### src/sv/dmrr_pkg.sv
// Shared constants and types for the distance matrix road restoration block.
package dmrr_pkg;

  localparam int DIST_W         = 30;
  localparam int SIZE_W         = 7;
  localparam int TOTAL_W        = 41;
  localparam int SIZE_EXT_W     = 9;
  localparam int MAX_NODES_DEF  = 64;
  localparam int DIST_BITS_DEF  = 30;
  localparam logic [SIZE_W-1:0] SIZE_RESET = 7'd3;

  typedef struct packed {
    logic               status;
    logic [TOTAL_W-1:0] total_length;
  } result_t;

endpackage

### src/sv/dmrr_eval.sv
// Evaluation sequencer: triangle check and needed-edge sum over the stored matrix.
module dmrr_eval #(
  parameter int MAX_NODES = dmrr_pkg::MAX_NODES_DEF,
  parameter int DIST_BITS = dmrr_pkg::DIST_BITS_DEF,
  localparam int IW = (MAX_NODES > 1) ? $clog2(MAX_NODES) : 1,
  localparam int AW = 2 * IW
) (
  input  logic                     clk,
  input  logic                     rst,
  input  logic                     start,
  input  logic [IW-1:0]            nm1,
  output logic [AW-1:0]            raddr_a,
  output logic [AW-1:0]            raddr_b,
  input  logic [DIST_BITS-1:0]     rdata_a,
  input  logic [DIST_BITS-1:0]     rdata_b,
  output logic                     done,
  output dmrr_pkg::result_t        result
);

  localparam int DW1 = DIST_BITS + 1;
  localparam int SW  = DIST_BITS + 2 * IW + 1;

  typedef enum logic [4:0] {
    G_IDLE  = 5'b00001,
    G_PAIR  = 5'b00010,
    G_K0    = 5'b00100,
    G_K1    = 5'b01000,
    G_FLUSH = 5'b10000
  } gstate_t;

  typedef enum logic [2:0] {
    OP_NONE,
    OP_PAIR,
    OP_K0,
    OP_K1,
    OP_FLUSH
  } op_t;

  gstate_t              gstate;
  op_t                  op;
  logic [IW-1:0]        i;
  logic [IW-1:0]        j;
  logic [IW-1:0]        k;
  logic                 pair_init;
  logic [DIST_BITS-1:0] dij;
  logic                 needed;
  logic                 viol;
  logic [SW-1:0]        sum;

  logic                 skip_k;
  logic                 k_last;
  logic                 j_last;
  logic                 i_last;
  logic                 end_pair;
  logic [DW1-1:0]       k0_lhs;
  logic [DW1-1:0]       k1_rhs;
  logic [SW-1:0]        sum_add;

  assign skip_k   = (i == j) || (k == i) || (k == j);
  assign k_last   = (k == nm1);
  assign j_last   = (j == nm1);
  assign i_last   = (i == nm1);
  assign end_pair = ((gstate == G_K0) && skip_k && k_last) || ((gstate == G_K1) && k_last);

  always_comb begin
    raddr_a = {i, j};
    raddr_b = {k, i};
    case (gstate)
      G_K0: begin
        raddr_a = {j, k};
        raddr_b = {k, i};
      end
      G_K1: begin
        raddr_a = {i, k};
        raddr_b = {k, j};
      end
      default: begin
        raddr_a = {i, j};
        raddr_b = {k, i};
      end
    endcase
  end

  always_ff @(posedge clk) begin
    if (rst) begin
      gstate <= G_IDLE;
      op     <= OP_NONE;
    end else begin
      op <= OP_NONE;
      case (gstate)
        G_IDLE: begin
          if (start) begin
            gstate <= G_PAIR;
          end
        end
        G_PAIR: begin
          op     <= OP_PAIR;
          gstate <= G_K0;
        end
        G_K0: begin
          if (!skip_k) begin
            op     <= OP_K0;
            gstate <= G_K1;
          end else if (k_last) begin
            gstate <= (i_last && j_last) ? G_FLUSH : G_PAIR;
          end
        end
        G_K1: begin
          op <= OP_K1;
          if (k_last) begin
            gstate <= (i_last && j_last) ? G_FLUSH : G_PAIR;
          end else begin
            gstate <= G_K0;
          end
        end
        G_FLUSH: begin
          op     <= OP_FLUSH;
          gstate <= G_IDLE;
        end
        default: begin
          gstate <= G_IDLE;
        end
      endcase
    end
  end

  always_ff @(posedge clk) begin
    if (gstate == G_IDLE && start) begin
      i <= '0;
      j <= '0;
      k <= '0;
    end else if (gstate == G_PAIR) begin
      k         <= '0;
      pair_init <= (nm1 != '0) && ((i != j) || (nm1 == IW'(1)));
    end else if (end_pair) begin
      if (j_last) begin
        j <= '0;
        if (!i_last) begin
          i <= i + IW'(1);
        end
      end else begin
        j <= j + IW'(1);
      end
    end else if ((gstate == G_K0 && skip_k) || gstate == G_K1) begin
      k <= k + IW'(1);
    end
  end

  // detour checks: d(i,j)+d(j,k) vs d(k,i), and d(i,k)+d(k,j) vs d(i,j)
  assign k0_lhs  = DW1'(dij) + DW1'(rdata_a);
  assign k1_rhs  = DW1'(rdata_a) + DW1'(rdata_b);
  assign sum_add = sum + (needed ? SW'(dij) : SW'(0));

  always_ff @(posedge clk) begin
    if (rst) begin
      done <= 1'b0;
    end else begin
      done <= (op == OP_FLUSH);
    end
  end

  always_ff @(posedge clk) begin
    if (gstate == G_IDLE && start) begin
      viol   <= 1'b0;
      sum    <= '0;
      needed <= 1'b0;
    end else begin
      case (op)
        OP_PAIR: begin
          sum    <= sum_add;
          dij    <= rdata_a;
          needed <= pair_init;
        end
        OP_K0: begin
          if (k0_lhs < DW1'(rdata_b)) begin
            viol <= 1'b1;
          end
        end
        OP_K1: begin
          if (!(DW1'(dij) < k1_rhs)) begin
            needed <= 1'b0;
          end
        end
        OP_FLUSH: begin
          result.status       <= viol;
          result.total_length <= viol ? '0 : dmrr_pkg::TOTAL_W'(sum_add >> 1);
        end
        default: begin
        end
      endcase
    end
  end

endmodule

### config.mk
export PLATFORM = sky130hd
export DESIGN_NAME = dmrr_eval
export DESIGN_NICKNAME = d
export VERILOG_FILES = /design/src/sv/dmrr_pkg.sv /design/src/sv/dmrr_eval.sv
export SDC_FILE = /design/constraint.sdc
export NUM_CORES = 1
export LEC_CHECK = 0
export BUFFER_PORTS_ARGS = -buffer_cell sky130_fd_sc_hd__buf_2
export CORE_MARGIN = 2
export CORE_UTILIZATION = 30
export DETAILED_ROUTE_END_ITERATION = 7
export HOLD_SLACK_MARGIN = 0.15
export SETUP_SLACK_MARGIN = 0.05
export SLEW_MARGIN = 20
export SYNTH_ARGS = -nofsm -noshare
export SYNTH_HDL_FRONTEND = slang
export SYNTH_SLANG_ARGS = --single-unit
### constraint.sdc
create_clock -name clk -period 6.2 [get_ports clk]
set_clock_uncertainty 0.2 [all_clocks]
set_input_delay 0.93 -clock clk [delete_from_list [all_inputs] [get_ports clk]]
set_output_delay 0.93 -clock clk [all_outputs]
set_load 0.02 [all_outputs]
==> flow_metrics.env <==
export IMPL_status="completed"
export IMPL_cts_clk_slew_worst_paths_ns=0.06
export IMPL_synth_cell_type_count=80
export IMPL_crit_path_cell_trace="buf_2 > ha_1 > a211oi_1 > o21bai_1 > o31ai_1 > o2111a_1 > o21ai_1 > a41oi_1 > nor4_1 > or3_1 > ha_1 > nand2_1 > or3_1 > nor3_1 > o211ai_1 > a21oi_1 > a22oi_1 > a32o_1"
export IMPL_wl_per_cell_um=16.9
export IMPL_grt_pass1_vias=10300
export IMPL_synthCells=1427
export IMPL_io_pins=136
export IMPL_ctsResizeCount=0
export IMPL_cts_root_buf="clkbuf_16"
export IMPL_pwr_density_cell_nw_per_um2=181
export IMPL_core_area_um2=40800
export IMPL_final_min_clock_period_ns=5.21
export IMPL_clockBufferDepth=2
export IMPL_switching_power_mw=0.757
export IMPL_drc=0
export IMPL_min_from="sum[7]"
export IMPL_holdWs_ns=0.262
export IMPL_final_nets=1750
export IMPL_die_height_um=207
export IMPL_finalPower_mw=2.56
export IMPL_rrSetupSlack_ns=1.10
export IMPL_start_util=0.304
export IMPL_design_area_um2=14200
export IMPL_clock_sinks=144
export IMPL_vias_per_cell=5.22
export IMPL_cts_tree="built"
export IMPL_gr_total_overflow=0
export IMPL_clk_latency_ns=0.45
export IMPL_reg2reg_from="dij[10]"
export IMPL_slew_violations=0
export IMPL_avgSynthCellArea_um2=8.71
export IMPL_placementRows=74
export IMPL_layout_setup_ws_ns=0.992
export IMPL_irDropWorstVdd_mv=0.184
export IMPL_criticalPathCategory="in -> reg"
export IMPL_place_gp_congestion=0.932
export IMPL_synth_async_reset_ratio=0
export IMPL_max_slew_margin=0.283
export IMPL_first_pass_iters=5
export IMPL_endpoint_kind="flop"
export IMPL_min_path_type="reg -> reg"
export IMPL_post_route_period_util=0.840
export IMPL_rsz0062_at_grt="no"
export IMPL_crit_path_start_kind="input port"
export IMPL_grt_use_total=0.162
export IMPL_vias=10800
export IMPL_power_leakage_nw=6.08
export IMPL_hold_end="sum[7]"
export IMPL_synth_yosys_seq_area_share=0.291
export IMPL_routed_wl_um=35000
export IMPL_n_fill_cell=4195
export IMPL_reg2reg_to="viol"
export IMPL_die_area_um2=43100
export IMPL_p_sw_frac=0.296
export IMPL_max_cap_violations=0
export IMPL_postCtsSetupRepairBufs=0
export IMPL_drive_gt1_frac=0.145
export IMPL_antenna_found_initial=3
export IMPL_path_max_fanout=7
export IMPL_cts_max_level=4
export IMPL_port_buffer_count=135
export IMPL_cts_hold_buf=0
export IMPL_area_growth_syn_to_layout_pct=13.9
export IMPL_numCtsBuffers=17
export IMPL_seqPwrFrac=0.392
export IMPL_yosys_warnings=0
export IMPL_dpl_worst_slack_ns=0.662
export IMPL_ys_seq_elements=144
export IMPL_max_clock_freq_mhz=192
export IMPL_reg2regPathDepth=17
export IMPL_synth_area_um2=12400
export IMPL_setup_viol=0
export IMPL_synth_edf_count=73
export IMPL_crit_slowest_cell="a41oi_1"
export IMPL_required_ns=6.34
export IMPL_synth_ff_type="edfxtp_1"
export IMPL_ant_nets=0
export IMPL_worst_slew_pin_transition_ns=1.08
export IMPL_crit_arrival_ns=5.35
export IMPL_fp_dieW_um=207
export IMPL_whs_path_depth=2
export IMPL_p_int_mw=1.80
export IMPL_grt_pass1_wl_um=56100
export IMPL_synth_fp_nets=1650
export IMPL_fin_tns_setup_ns=0
export IMPL_crit_path_start="rdata_a[10]"
export IMPL_grt_max_degree=53
export IMPL_p_comb_frac=0.199
export IMPL_critPathMaxStageDelay_ns=0.43
export IMPL_drt_iter0_markers=591
export IMPL_p_clk_frac=0.409
export IMPL_finalHoldViolCount=0
export IMPL_hpwl_um=27300
export IMPL_placed_area_um2=13600
state kept, by name (all words and copies together), names as in the netlist, 3 cells and up:
register,flops
j,6
gstate,5
result,42
i,6
k,6
dij,30
op,3
sum,42
layer usage:
layer / up-vias / global-route usage / part of all wire
li1: 5400 / - / -
met1: 5106 / 0.225 / 0.49
met2: 268 / 0.249 / 0.44
met3: 51 / 0.0290 / 0.044
met4: 4 / 0.0643 / 0.027
met5: - / 0 / 0.00066
cell families (layout without fill, tap and decap cells):
family / count (synthesis) / count (layout) / share of synthesized area
adders and majority gates: 154 / 154 / 0.157
other: 0 / 2 / 0
AOI/OAI and AO/OA: 374 / 374 / 0.201
buffers and inverters: 112 / 225 / 0.0368
DFF: 144 / 144 / 0.291
muxes: 37 / 37 / 0.0323
xor gates and xnor gates: 120 / 120 / 0.0846
and+or+nand+nor: 486 / 486 / 0.198
stage by stage:
stage / util / instances
6_report: 0.347 / 2074
5_1_grt: 0.347 / 2073
4_1_cts: 0.346 / 2072
3_5_place_dp: 0.332 / 2040
3_3_place_gp: 0.332 / 2040
2_1_floorplan: - / 1427
placed cells by master (no fill, tap or decap), types with 44 or more instances in the layout:
cell type  instances
nor2_1           126
xnor2_1           65
edfxtp_1          73
buf_2            135
xor2_1            55
nand2_1           98
ha_1             151
a21o_1            44
inv_1             50
o21ai_0           74
dfxtp_1           70
a21oi_1          121
worst max-delay path: cells and delay by family:
family / cells / cell delay, ns
AOI/OAI and AO/OA: 10 / 2.36
and+or+nand+nor: 5 / 1.24
buffers and inverters: 1 / 0.12
adders and majority gates: 2 / 0.70
synthesized netlist by cell type, drive strengths merged, types with 6 or more instances:
master  number  area [µm²]
nor3        22         110
and3        15        93.8
nand2b      23         144
inv         50         188
a211oi      18         140
nor2b       33         206
xnor2       65         569
a21boi       6        45.1
buf         18         104
edfxtp      73        2190
a31oi        6        37.5
and2        43         269
o31ai       12        90.1
ha         151        1890
nor4        11        68.8
o21bai      14         105
a21o        44         330
nand3       43         220
or3         14        87.6
o211ai      16         161
mux2        25         282
nand4       29         188
nor2       126         473
clkbuf      43         161
a21oi      123         627
nand2       98         368
xor2        55         482
dfxtp       71        1420
o21ai       75         375
o21a        16         120
mux2i       12         120
power groups by stage:
| stage | Combinational (mW) | Sequential [mW] | Clock, mW |
|---|---|---|---|
| CTS | 0.508 | 1.00 | 1.08 |
| finish | 0.511 | 1.00 | 1.05 |
| detailed placement | 0.503 | 1.02 | 0 |
| global route | 0.577 | 1.00 | 1.11 |
| global placement | 0.495 | 1.02 | 0 |
| floorplan | 0.360 | 1.02 | 0 |
layout make-up:
| type | count | area, µm² | area share |
|---|---|---|---|
| multi-input cells | 1171 | 8360 | 0.591 |
| clock buffers | 19 | 464 | 0.0328 |
| flip-flops and latches | 144 | 3610 | 0.255 |
| diodes | 2 | 5.00 | 0.000354 |
| clock inverters | 13 | 124 | 0.00875 |
| well taps | 532 | 666 | 0.0470 |
| repair buffers | 142 | 728 | 0.0514 |
| inverters | 51 | 191 | 0.0135 |
worst max path at each step:
stage / endpoint / slack (ns) / cells past startpoint
floorplan: result[0] / 1.17 / 4
global placement: viol / 0.86 / 18
detailed placement: viol / 0.66 / 18
CTS: viol / 1.13 / 18
global route: viol / 0.70 / 18
finish: viol / 0.99 / 18
No activity file was read; power rests on OpenSTA's default activity.
